File: config.mk
export PLATFORM = sky130hd
export DESIGN_NAME = chain_oiler_mode_and_dispense_core
export DESIGN_NICKNAME = d
export VERILOG_FILES = /design/src/rtl/cocd_pkg.sv /design/src/rtl/chain_oiler_mode_and_dispense_core.sv /design/src/rtl/cocd_cfg.sv /design/src/rtl/cocd_step.sv
export SDC_FILE = /design/constraint.sdc
export NUM_CORES = 1
export LEC_CHECK = 0
export BUFFER_PORTS_ARGS = -buffer_cell sky130_fd_sc_hd__buf_2
export CAP_MARGIN = 20
export CORE_ASPECT_RATIO = 0.5
export CORE_MARGIN = 3
export CORE_UTILIZATION = 35
export CTS_CLUSTER_SIZE = 14
export DETAILED_ROUTE_END_ITERATION = 10
export GPL_TIMING_DRIVEN = 0
export SYNTH_ARGS = -nofsm -noshare
export SYNTH_HDL_FRONTEND = slang
export SYNTH_SLANG_ARGS = --single-unit
export TNS_END_PERCENT = 5
File: constraint.sdc
create_clock -name clk -period 3.1 [get_ports clk]
set_input_delay 0.62 -clock clk [delete_from_list [all_inputs] [get_ports clk]]
set_output_delay 0.62 -clock clk [all_outputs]
set_load 0.005 [all_outputs]
File: src/rtl/cocd_pkg.sv
// ----------------------------------------------------------------------------
// cocd_pkg: shared types and constants for the chain oiler mode core
// Item, result, state and register-set types, with the codes they carry.
// ----------------------------------------------------------------------------
package cocd_pkg;

    localparam int DIST_W     = 32;
    localparam int STEP_W     = 16;
    localparam int PRESS_W    = 40;
    localparam int INTERVAL_W = 30;
    localparam int COUNT_W    = 8;
    localparam int LONG_W     = 26;
    localparam int CFG_IDX_W  = 3;
    localparam int CFG_DATA_W = 30;
    localparam int IN_DATA_W  = 64;
    localparam int OUT_DATA_W = 16;
    localparam int RESULT_W   = 15;

    typedef enum logic [1:0] {
        MODE_NORMAL = 2'd0,
        MODE_CROSS  = 2'd1,
        MODE_RAIN   = 2'd2,
        MODE_AP     = 2'd3
    } mode_t;

    typedef enum logic [1:0] {
        KIND_TACHO  = 2'd0,
        KIND_BUTTON = 2'd1,
        KIND_CHECK  = 2'd2,
        KIND_NOP    = 2'd3
    } kind_t;

    localparam logic [1:0] ACT_NONE  = 2'd0;
    localparam logic [1:0] ACT_SHORT = 2'd1;
    localparam logic [1:0] ACT_LONG  = 2'd2;

    localparam logic [1:0] LED_NONE    = 2'd0;
    localparam logic [1:0] LED_CONTROL = 2'd1;
    localparam logic [1:0] LED_CROSS   = 2'd2;

    localparam logic [1:0] AP_NONE    = 2'd0;
    localparam logic [1:0] AP_ENTERED = 2'd1;
    localparam logic [1:0] AP_LEFT    = 2'd2;

    localparam logic [CFG_IDX_W-1:0] REG_OIL_INTERVAL = 3'd0;
    localparam logic [CFG_IDX_W-1:0] REG_NORMAL_COUNT = 3'd1;
    localparam logic [CFG_IDX_W-1:0] REG_CROSS_COUNT  = 3'd2;
    localparam logic [CFG_IDX_W-1:0] REG_RAIN_COUNT   = 3'd3;
    localparam logic [CFG_IDX_W-1:0] REG_LONG_PRESS   = 3'd4;

    localparam logic [INTERVAL_W-1:0] RST_OIL_INTERVAL = 30'd50000000;
    localparam logic [COUNT_W-1:0]    RST_NORMAL_COUNT = 8'd2;
    localparam logic [COUNT_W-1:0]    RST_CROSS_COUNT  = 8'd4;
    localparam logic [COUNT_W-1:0]    RST_RAIN_COUNT   = 8'd3;
    localparam logic [LONG_W-1:0]     RST_LONG_PRESS   = 26'd2000000;

    typedef struct packed {
        logic [INTERVAL_W-1:0] oil_interval_mm;
        logic [COUNT_W-1:0]    normal_pump_count;
        logic [COUNT_W-1:0]    cross_pump_count;
        logic [COUNT_W-1:0]    rain_pump_count;
        logic [LONG_W-1:0]     long_press_us;
    } cfg_t;

    typedef struct packed {
        kind_t              kind;
        logic [STEP_W-1:0]  distance_mm;
        logic [1:0]         control_action;
        logic               rain_click;
        logic [PRESS_W-1:0] press_time_us;
    } item_t;

    typedef struct packed {
        mode_t             op_mode;
        logic [DIST_W-1:0] distance_since_oil;
        logic              attention_flag;
        logic              rain_pending;
    } state_t;

    // last member sits in the low bits, so this packs straight into tdata
    typedef struct packed {
        logic [1:0]         ap_change;
        logic [1:0]         led_flash;
        logic [COUNT_W-1:0] pump_strokes;
        logic               attention;
        mode_t              mode;
    } result_t;

endpackage

File: src/rtl/chain_oiler_mode_and_dispense_core.sv
// ----------------------------------------------------------------------------
// chain_oiler_mode_and_dispense_core: chain oiler mode and dispense controller
// Tracks mode, distance since oiling, attention and a pending rain click.
// ----------------------------------------------------------------------------
// Usage:
//   Input stream s_*: one item per transfer; tuser carries the item kind
//   (tacho, button poll, oil-check tick), tdata the remaining fields.
//   Output stream m_*: exactly one result per input item, in order, giving
//   mode, attention flag, pump strokes, LED flash and access-point change.
//   Config port: cfg_we writes cfg_data into register cfg_index; indexes
//   beyond the register list are ignored. Write only while the core is idle.
//   Path: an item lands in the input register at its transfer, and the
//   update logic loads its result into the result register once that
//   register is empty or being drained (m_tready high).
//   Throughput: one item per cycle while m_tready stays high; the controller
//   state is updated as an item moves from the input to the result register.
//   Stall: while m_tready is low the result holds, one more item waits in
//   the input register, and s_tready drops only when both are full.
//   Reset: rst_n clears both stages, puts the controller in normal mode with
//   zero distance, and loads the register defaults.
// ----------------------------------------------------------------------------
module chain_oiler_mode_and_dispense_core (
    input  logic                             clk,
    input  logic                             rst_n,
    input  logic                             s_tvalid,
    output logic                             s_tready,
    // distance_mm[15:0], control_action[17:16], rain_click[18],
    // press_time_us[58:19], zero fill [63:59]
    input  logic [cocd_pkg::IN_DATA_W-1:0]  s_tdata,
    // kind[1:0]
    input  logic [1:0]                       s_tuser,
    output logic                             m_tvalid,
    input  logic                             m_tready,
    // mode[1:0], attention[2], pump_strokes[10:3], led_flash[12:11],
    // ap_change[14:13], zero fill [15]
    output logic [cocd_pkg::OUT_DATA_W-1:0] m_tdata,
    input  logic                             cfg_we,
    input  logic [cocd_pkg::CFG_IDX_W-1:0]  cfg_index,
    input  logic [cocd_pkg::CFG_DATA_W-1:0] cfg_data
);
    import cocd_pkg::*;

    cfg_t    cfg;
    item_t   item_reg;
    logic    in_vld_reg;
    logic    out_vld_reg;
    result_t result_reg;
    result_t result_next;
    state_t  state_reg;
    state_t  state_next;
    logic    advance;
    logic    s_xfer;

    cocd_cfg u_cfg (
        .clk       (clk),
        .rst_n     (rst_n),
        .cfg_we    (cfg_we),
        .cfg_index (cfg_index),
        .cfg_data  (cfg_data),
        .cfg       (cfg)
    );

    cocd_step u_step (
        .cfg        (cfg),
        .state      (state_reg),
        .item       (item_reg),
        .state_next (state_next),
        .result     (result_next)
    );

    assign advance  = in_vld_reg && (!out_vld_reg || m_tready);
    assign s_tready = !in_vld_reg || advance;
    assign s_xfer   = s_tvalid && s_tready;

    always_ff @(posedge clk or negedge rst_n)
    begin
        if (!rst_n)
        begin
            in_vld_reg                   <= 1'b0;
            out_vld_reg                  <= 1'b0;
            state_reg.op_mode            <= MODE_NORMAL;
            state_reg.distance_since_oil <= '0;
            state_reg.attention_flag     <= 1'b0;
            state_reg.rain_pending       <= 1'b0;
        end
        else
        begin
            if (s_xfer)
            begin
                in_vld_reg <= 1'b1;
            end
            else if (advance)
            begin
                in_vld_reg <= 1'b0;
            end

            if (advance)
            begin
                out_vld_reg <= 1'b1;
                state_reg   <= state_next;
            end
            else if (m_tready)
            begin
                out_vld_reg <= 1'b0;
            end
        end
    end

    // payload registers
    always_ff @(posedge clk)
    begin
        if (s_xfer)
        begin
            item_reg.kind           <= kind_t'(s_tuser);
            item_reg.distance_mm    <= s_tdata[15:0];
            item_reg.control_action <= s_tdata[17:16];
            item_reg.rain_click     <= s_tdata[18];
            item_reg.press_time_us  <= s_tdata[58:19];
        end
        if (advance)
        begin
            result_reg <= result_next;
        end
    end

    assign m_tvalid = out_vld_reg;
    assign m_tdata  = {{(OUT_DATA_W-RESULT_W){1'b0}}, result_reg};

endmodule

File: src/rtl/cocd_cfg.sv
// ----------------------------------------------------------------------------
// cocd_cfg: configuration register file
// Holds the oil interval, the three pump counts and the long-press time.
// ----------------------------------------------------------------------------
module cocd_cfg (
    input  logic                             clk,
    input  logic                             rst_n,
    input  logic                             cfg_we,
    input  logic [cocd_pkg::CFG_IDX_W-1:0]  cfg_index,
    input  logic [cocd_pkg::CFG_DATA_W-1:0] cfg_data,
    output cocd_pkg::cfg_t                   cfg
);
    import cocd_pkg::*;

    cfg_t cfg_reg;

    always_ff @(posedge clk or negedge rst_n)
    begin
        if (!rst_n)
        begin
            cfg_reg.oil_interval_mm   <= RST_OIL_INTERVAL;
            cfg_reg.normal_pump_count <= RST_NORMAL_COUNT;
            cfg_reg.cross_pump_count  <= RST_CROSS_COUNT;
            cfg_reg.rain_pump_count   <= RST_RAIN_COUNT;
            cfg_reg.long_press_us     <= RST_LONG_PRESS;
        end
        else if (cfg_we)
        begin
            case (cfg_index)
                REG_OIL_INTERVAL: cfg_reg.oil_interval_mm   <= cfg_data[INTERVAL_W-1:0];
                REG_NORMAL_COUNT: cfg_reg.normal_pump_count <= cfg_data[COUNT_W-1:0];
                REG_CROSS_COUNT:  cfg_reg.cross_pump_count  <= cfg_data[COUNT_W-1:0];
                REG_RAIN_COUNT:   cfg_reg.rain_pump_count   <= cfg_data[COUNT_W-1:0];
                REG_LONG_PRESS:   cfg_reg.long_press_us     <= cfg_data[LONG_W-1:0];
                default: ;
            endcase
        end
    end

    assign cfg = cfg_reg;

endmodule

File: src/rtl/cocd_step.sv
// ----------------------------------------------------------------------------
// cocd_step: per-item update logic
// Computes the next controller state and the result for one item.
// ----------------------------------------------------------------------------
module cocd_step (
    input  cocd_pkg::cfg_t    cfg,
    input  cocd_pkg::state_t  state,
    input  cocd_pkg::item_t   item,
    output cocd_pkg::state_t  state_next,
    output cocd_pkg::result_t result
);
    import cocd_pkg::*;

    logic [DIST_W:0]    dist_sum;
    logic [PRESS_W-1:0] long_ext;
    logic               press_zero;
    logic               rain_now;
    logic               deferred;
    logic               oil_due;
    logic [COUNT_W-1:0] pump;
    logic [1:0]         led;
    logic [1:0]         ap;
    state_t             s;

    assign dist_sum   = {1'b0, state.distance_since_oil} + {{(DIST_W+1-STEP_W){1'b0}}, item.distance_mm};
    assign long_ext   = {{(PRESS_W-LONG_W){1'b0}}, cfg.long_press_us};
    assign press_zero = (item.press_time_us == '0);
    assign rain_now   = item.rain_click | state.rain_pending;
    assign oil_due    = (state.op_mode != MODE_AP) &&
                        (state.distance_since_oil > {{(DIST_W-INTERVAL_W){1'b0}}, cfg.oil_interval_mm});

    always_comb
    begin
        s        = state;
        pump     = '0;
        led      = LED_NONE;
        ap       = AP_NONE;
        deferred = 1'b0;

        case (item.kind)
            KIND_TACHO:
            begin
                if (state.op_mode != MODE_AP)
                begin
                    s.distance_since_oil = dist_sum[DIST_W] ? '1 : dist_sum[DIST_W-1:0];
                end
            end
            KIND_BUTTON:
            begin
                // hysteresis: equal to the threshold keeps the flag
                if (!state.attention_flag && !press_zero && item.press_time_us > long_ext)
                begin
                    s.attention_flag = 1'b1;
                end
                else if (state.attention_flag && (press_zero || item.press_time_us < long_ext))
                begin
                    s.attention_flag = 1'b0;
                end

                if (item.control_action == ACT_SHORT)
                begin
                    if (state.op_mode == MODE_AP)
                    begin
                        s.op_mode      = MODE_NORMAL;
                        ap             = AP_LEFT;
                        s.rain_pending = rain_now;
                        deferred       = 1'b1;
                    end
                    else if (state.op_mode == MODE_CROSS)
                    begin
                        s.op_mode = MODE_NORMAL;
                        led       = LED_CONTROL;
                    end
                    else
                    begin
                        s.op_mode = MODE_CROSS;
                        led       = LED_CROSS;
                    end
                end
                else if (item.control_action == ACT_LONG)
                begin
                    if (state.op_mode == MODE_AP)
                    begin
                        s.op_mode = MODE_NORMAL;
                        ap        = AP_LEFT;
                    end
                    else
                    begin
                        s.op_mode = MODE_AP;
                        ap        = AP_ENTERED;
                    end
                end

                if (!deferred && rain_now)
                begin
                    if (s.op_mode == MODE_NORMAL)
                    begin
                        s.op_mode = MODE_RAIN;
                    end
                    else if (s.op_mode == MODE_RAIN)
                    begin
                        s.op_mode = MODE_NORMAL;
                    end
                    s.rain_pending = 1'b0;
                end
            end
            KIND_CHECK:
            begin
                if (oil_due)
                begin
                    case (state.op_mode)
                        MODE_CROSS: pump = cfg.cross_pump_count;
                        MODE_RAIN:  pump = cfg.rain_pump_count;
                        default:    pump = cfg.normal_pump_count;
                    endcase
                    s.distance_since_oil = '0;
                end
            end
            default: ;
        endcase
    end

    assign state_next          = s;
    assign result.mode         = s.op_mode;
    assign result.attention    = s.attention_flag;
    assign result.pump_strokes = pump;
    assign result.led_flash    = led;
    assign result.ap_change    = ap;

endmodule

==> out/qor.yml <==
finish:
  fin_util_pct: 42.81
  final_layout_size_suffix_gt1_share_pct: 20.45
  largest_reg_flops: 80
  finalNetCount: 1243
  antennaDiodeCount: 0
  area_delta_synth_final_pct: 16.97
placement:
  port_buffers: 115
  dp_slack_ns: -0.3824
  dp_hpwl_mm: 19.73
  gp_congestion: 0.8824
detailed_routing:
  wl_per_cell_um: 18.05
  viasPerCell: 5.254
  drtPass1Iterations: 4
  drt-total-wl_mm: 26.18
  ant_nets: 0
  drc: 0
  dr_wl_met2_mm: 12.24
  drt_iter0_drc: 559
  met3_length_mm: 1.118
  highest_layer: "met5"
  num_vias: 7619
  wl_met1_mm: 12.27
logic_synthesis:
  synthMuxAreaShare_pct: 3.240
  ys_types: 68
  postSynthAreaPerCell_sq_um: 10.75
  async_flop_share_pct: 60.82
  synth_nets: 1107
  synth_compound_area_share_pct: 15.86
  yosys_warnings: 0
  synthXorXnorAreaFrac_pct: 0.7913
  yosys.area_share.simple_pct: 13.55
  synth_top_family_by_area: "compound AO/OA/AOI/OAI gates"
  syn-cell-area_sq_um: 9962
  synthAdderAreaFrac_pct: 9.721
  synth_edf_count: 76
  seq_area_frac_synth_pct: 52.84
  synth_top_flop_cell: "dfrtp_1"
  ys_ff_latch: 194
  synthCells: 927
sta:
  hold_viol_final: 0
  min_period_ns: 3.008
  hold_slack_ns: 0.07244
  max_slew.worst_pin.slew_ns: 0.9848
  fin_ws_ns: 0.09223
  drv_slew: 0
  max_slew_margin_pct: 33.74
  fin_skew_ns: 0.01309
  rsz0062_at_grt: "true"
  fin_crit_sh_pct: 97.02
  fmax_mhz: 332.5
  fin_setup_tns_ns: 0
  setup_violations: 0
power_and_ir_drop:
  power_frac_comb_pct: 31.6
  p_leak_nw: 5.046
  switching_share_pct: 33.96
  p_seq_share_pct: 42.3
  peakVddDrop_v: 0.0004460
  clockPowerShare_pct: 26.2
  switchingPower_mw: 2.766
  power.density_nw_per_um2: 699.2
  intPower_mw: 5.380
cts:
  htreeDepth: 4
  cts-hold-fix-buffers: 0
  clk_pin_slew_worst_paths_ns: 0.07
  cts_buffers: 17
  cts_tree: "built"
  clockRootBuffer: "clkbuf_16"
  clock_latency_ns: 0.45
  cts_max_path_buffers: 2
  clock_sinks: 194
worst_setup_path:
  worstSetupPathType: "reg2reg"
  regToRegStartpoint: "u_cfg.cfg[64]"
  critPathRequiredTime_ns: 3.43
  reg2reg_setup_slack_ns: 0.09
  r2r_end: "state_reg[18]"
  worstPathMaxFanout: 10
  critPathCaptureType: "flip-flop"
  r2r_cells: 10
  cp.arrival_ns: 3.34
  critPathLaunchType: "flip-flop"
floorplanning:
  io_pins: 122
  rows: 42
  fp.coreArea_sq_um: 27220
  die_x_um: 244.6
  dieArea_sq_um: 30650
  start_util_pct: 36.60
  die_h_um: 125.3
min_path:
  hold_class: "in2async"
global_routing:
  grt-ovfl-total: 0
  antenna_found_initial: 1
  grt_max_degree: 84
  grt_pass1_wl_mm: 41.73
  grt_use_total_pct: 17.52
  first_global_vias: 7631
flow_run:
  cap_violations: 0
run_status:
  status: "finished clean"
[worst max-delay path by stage]
stage             startpoint             to  slack (ns)  cells after the start
2_1_floorplan  u_cfg.cfg[75]  state_reg[24]        0.40                     10
3_3_place_gp   state_reg[15]  state_reg[14]       -0.37                      9
3_5_place_dp   state_reg[15]  state_reg[14]       -0.38                      9
4_1_cts        u_cfg.cfg[64]    m_tdata[10]        0.01                      8
5_1_grt        state_reg[15]  state_reg[22]       -0.05                      9
6_report       u_cfg.cfg[64]  state_reg[18]        0.09                     10
[Yosys cell counts (15+ instances only)]
library cell,count,area (sq um)
nand2_1,100,375.4
dfrtp_1,95,2377
edfxtp_1,76,2282
ha_1,75,938.4
o21ai_0,74,370.4
inv_1,66,247.7
a21oi_1,57,285.3
nor2_1,44,165.2
clkbuf_1,29,108.9
nor3_1,28,140.1
mux2_2,26,292.8
dfstp_2,23,604.3
a21o_1,19,142.6
nand4_1,16,100.1
nand3_1,15,75.07
o2bb2ai_1,15,131.4
[cells in the final DEF, fill, tap and decap left out, drive strengths merged, types with 44 or more instances in the layout]
cell type and instances:
a21oi 57, clkbuf 50, buf 122, ha 75, o21ai 75, nand2 100
edfxtp 76, inv 70, dfrtp 95, nor2 44
[what timing repair did]
action	CTS	global route
pin swaps	1	1
resized for setup	4	5
buffers inserted	1	0
setup endpoints to repair	21	28
[layout make-up]
class | count | area (sq um)
clock inverters | 10 | 68.82
well taps | 374 | 467.9
plain buffers | 33 | 147.6
repair buffers | 117 | 616.8
inverters | 66 | 247.7
fillers | 2642 | 15570
clock buffers | 22 | 495.5
multi-input cells | 634 | 4344
flip-flops and latches | 194 | 5264
[kinds of logic after synthesis]
kind of cell             after synthesis
buffers and inverters                 99
other                                  1
XOR/XNOR                               9
flip-flops                           194
AND/OR/NAND/NOR                      274
adder cells (fa/ha/maj)               77
multiplexers                          29
AO/OA/AOI/OAI                        244
[per-layer routing]
layer / global-route usage (%) / vias to the layer above
li1: - / 3664
met1: 23.84 / 3738
met2: 27.88 / 176
met3: 3.295 / 39
met4: 6.759 / 2
met5: 0 / -
[worst max-delay path, cell delays in order (launching register included)]
cell and delay, ns:
dfstp_2 0.51, inv_1 0.05, ha_1 0.31, nand4_1 0.26, a2111o_1 0.47, a311oi_2 0.43, o21ai_4 0.12, and2_4 0.18
buf_6 0.12, buf_6 0.14, a211o_1 0.29
[per-stage QoR]
step	cell area, sq um	power, mW	std cells
finish	11650	8.147	1450
CTS	11630	8.184	1450
floorplan	9962	5.258	927
detailed placement	11040	6.015	1417
global placement	11010	5.899	1416
global route	11650	8.710	1450
[power by group through the flow]
stage,Sequential (mW),Clock [mW],Combinational (mW)
finish,3.44,2.13,2.57
CTS,3.44,2.19,2.55
floorplan,3.38,0,1.88
global route,3.49,2.30,2.92
detailed placement,3.49,0,2.52
global placement,3.48,0,2.42
(Power assumes the default switching activity.)
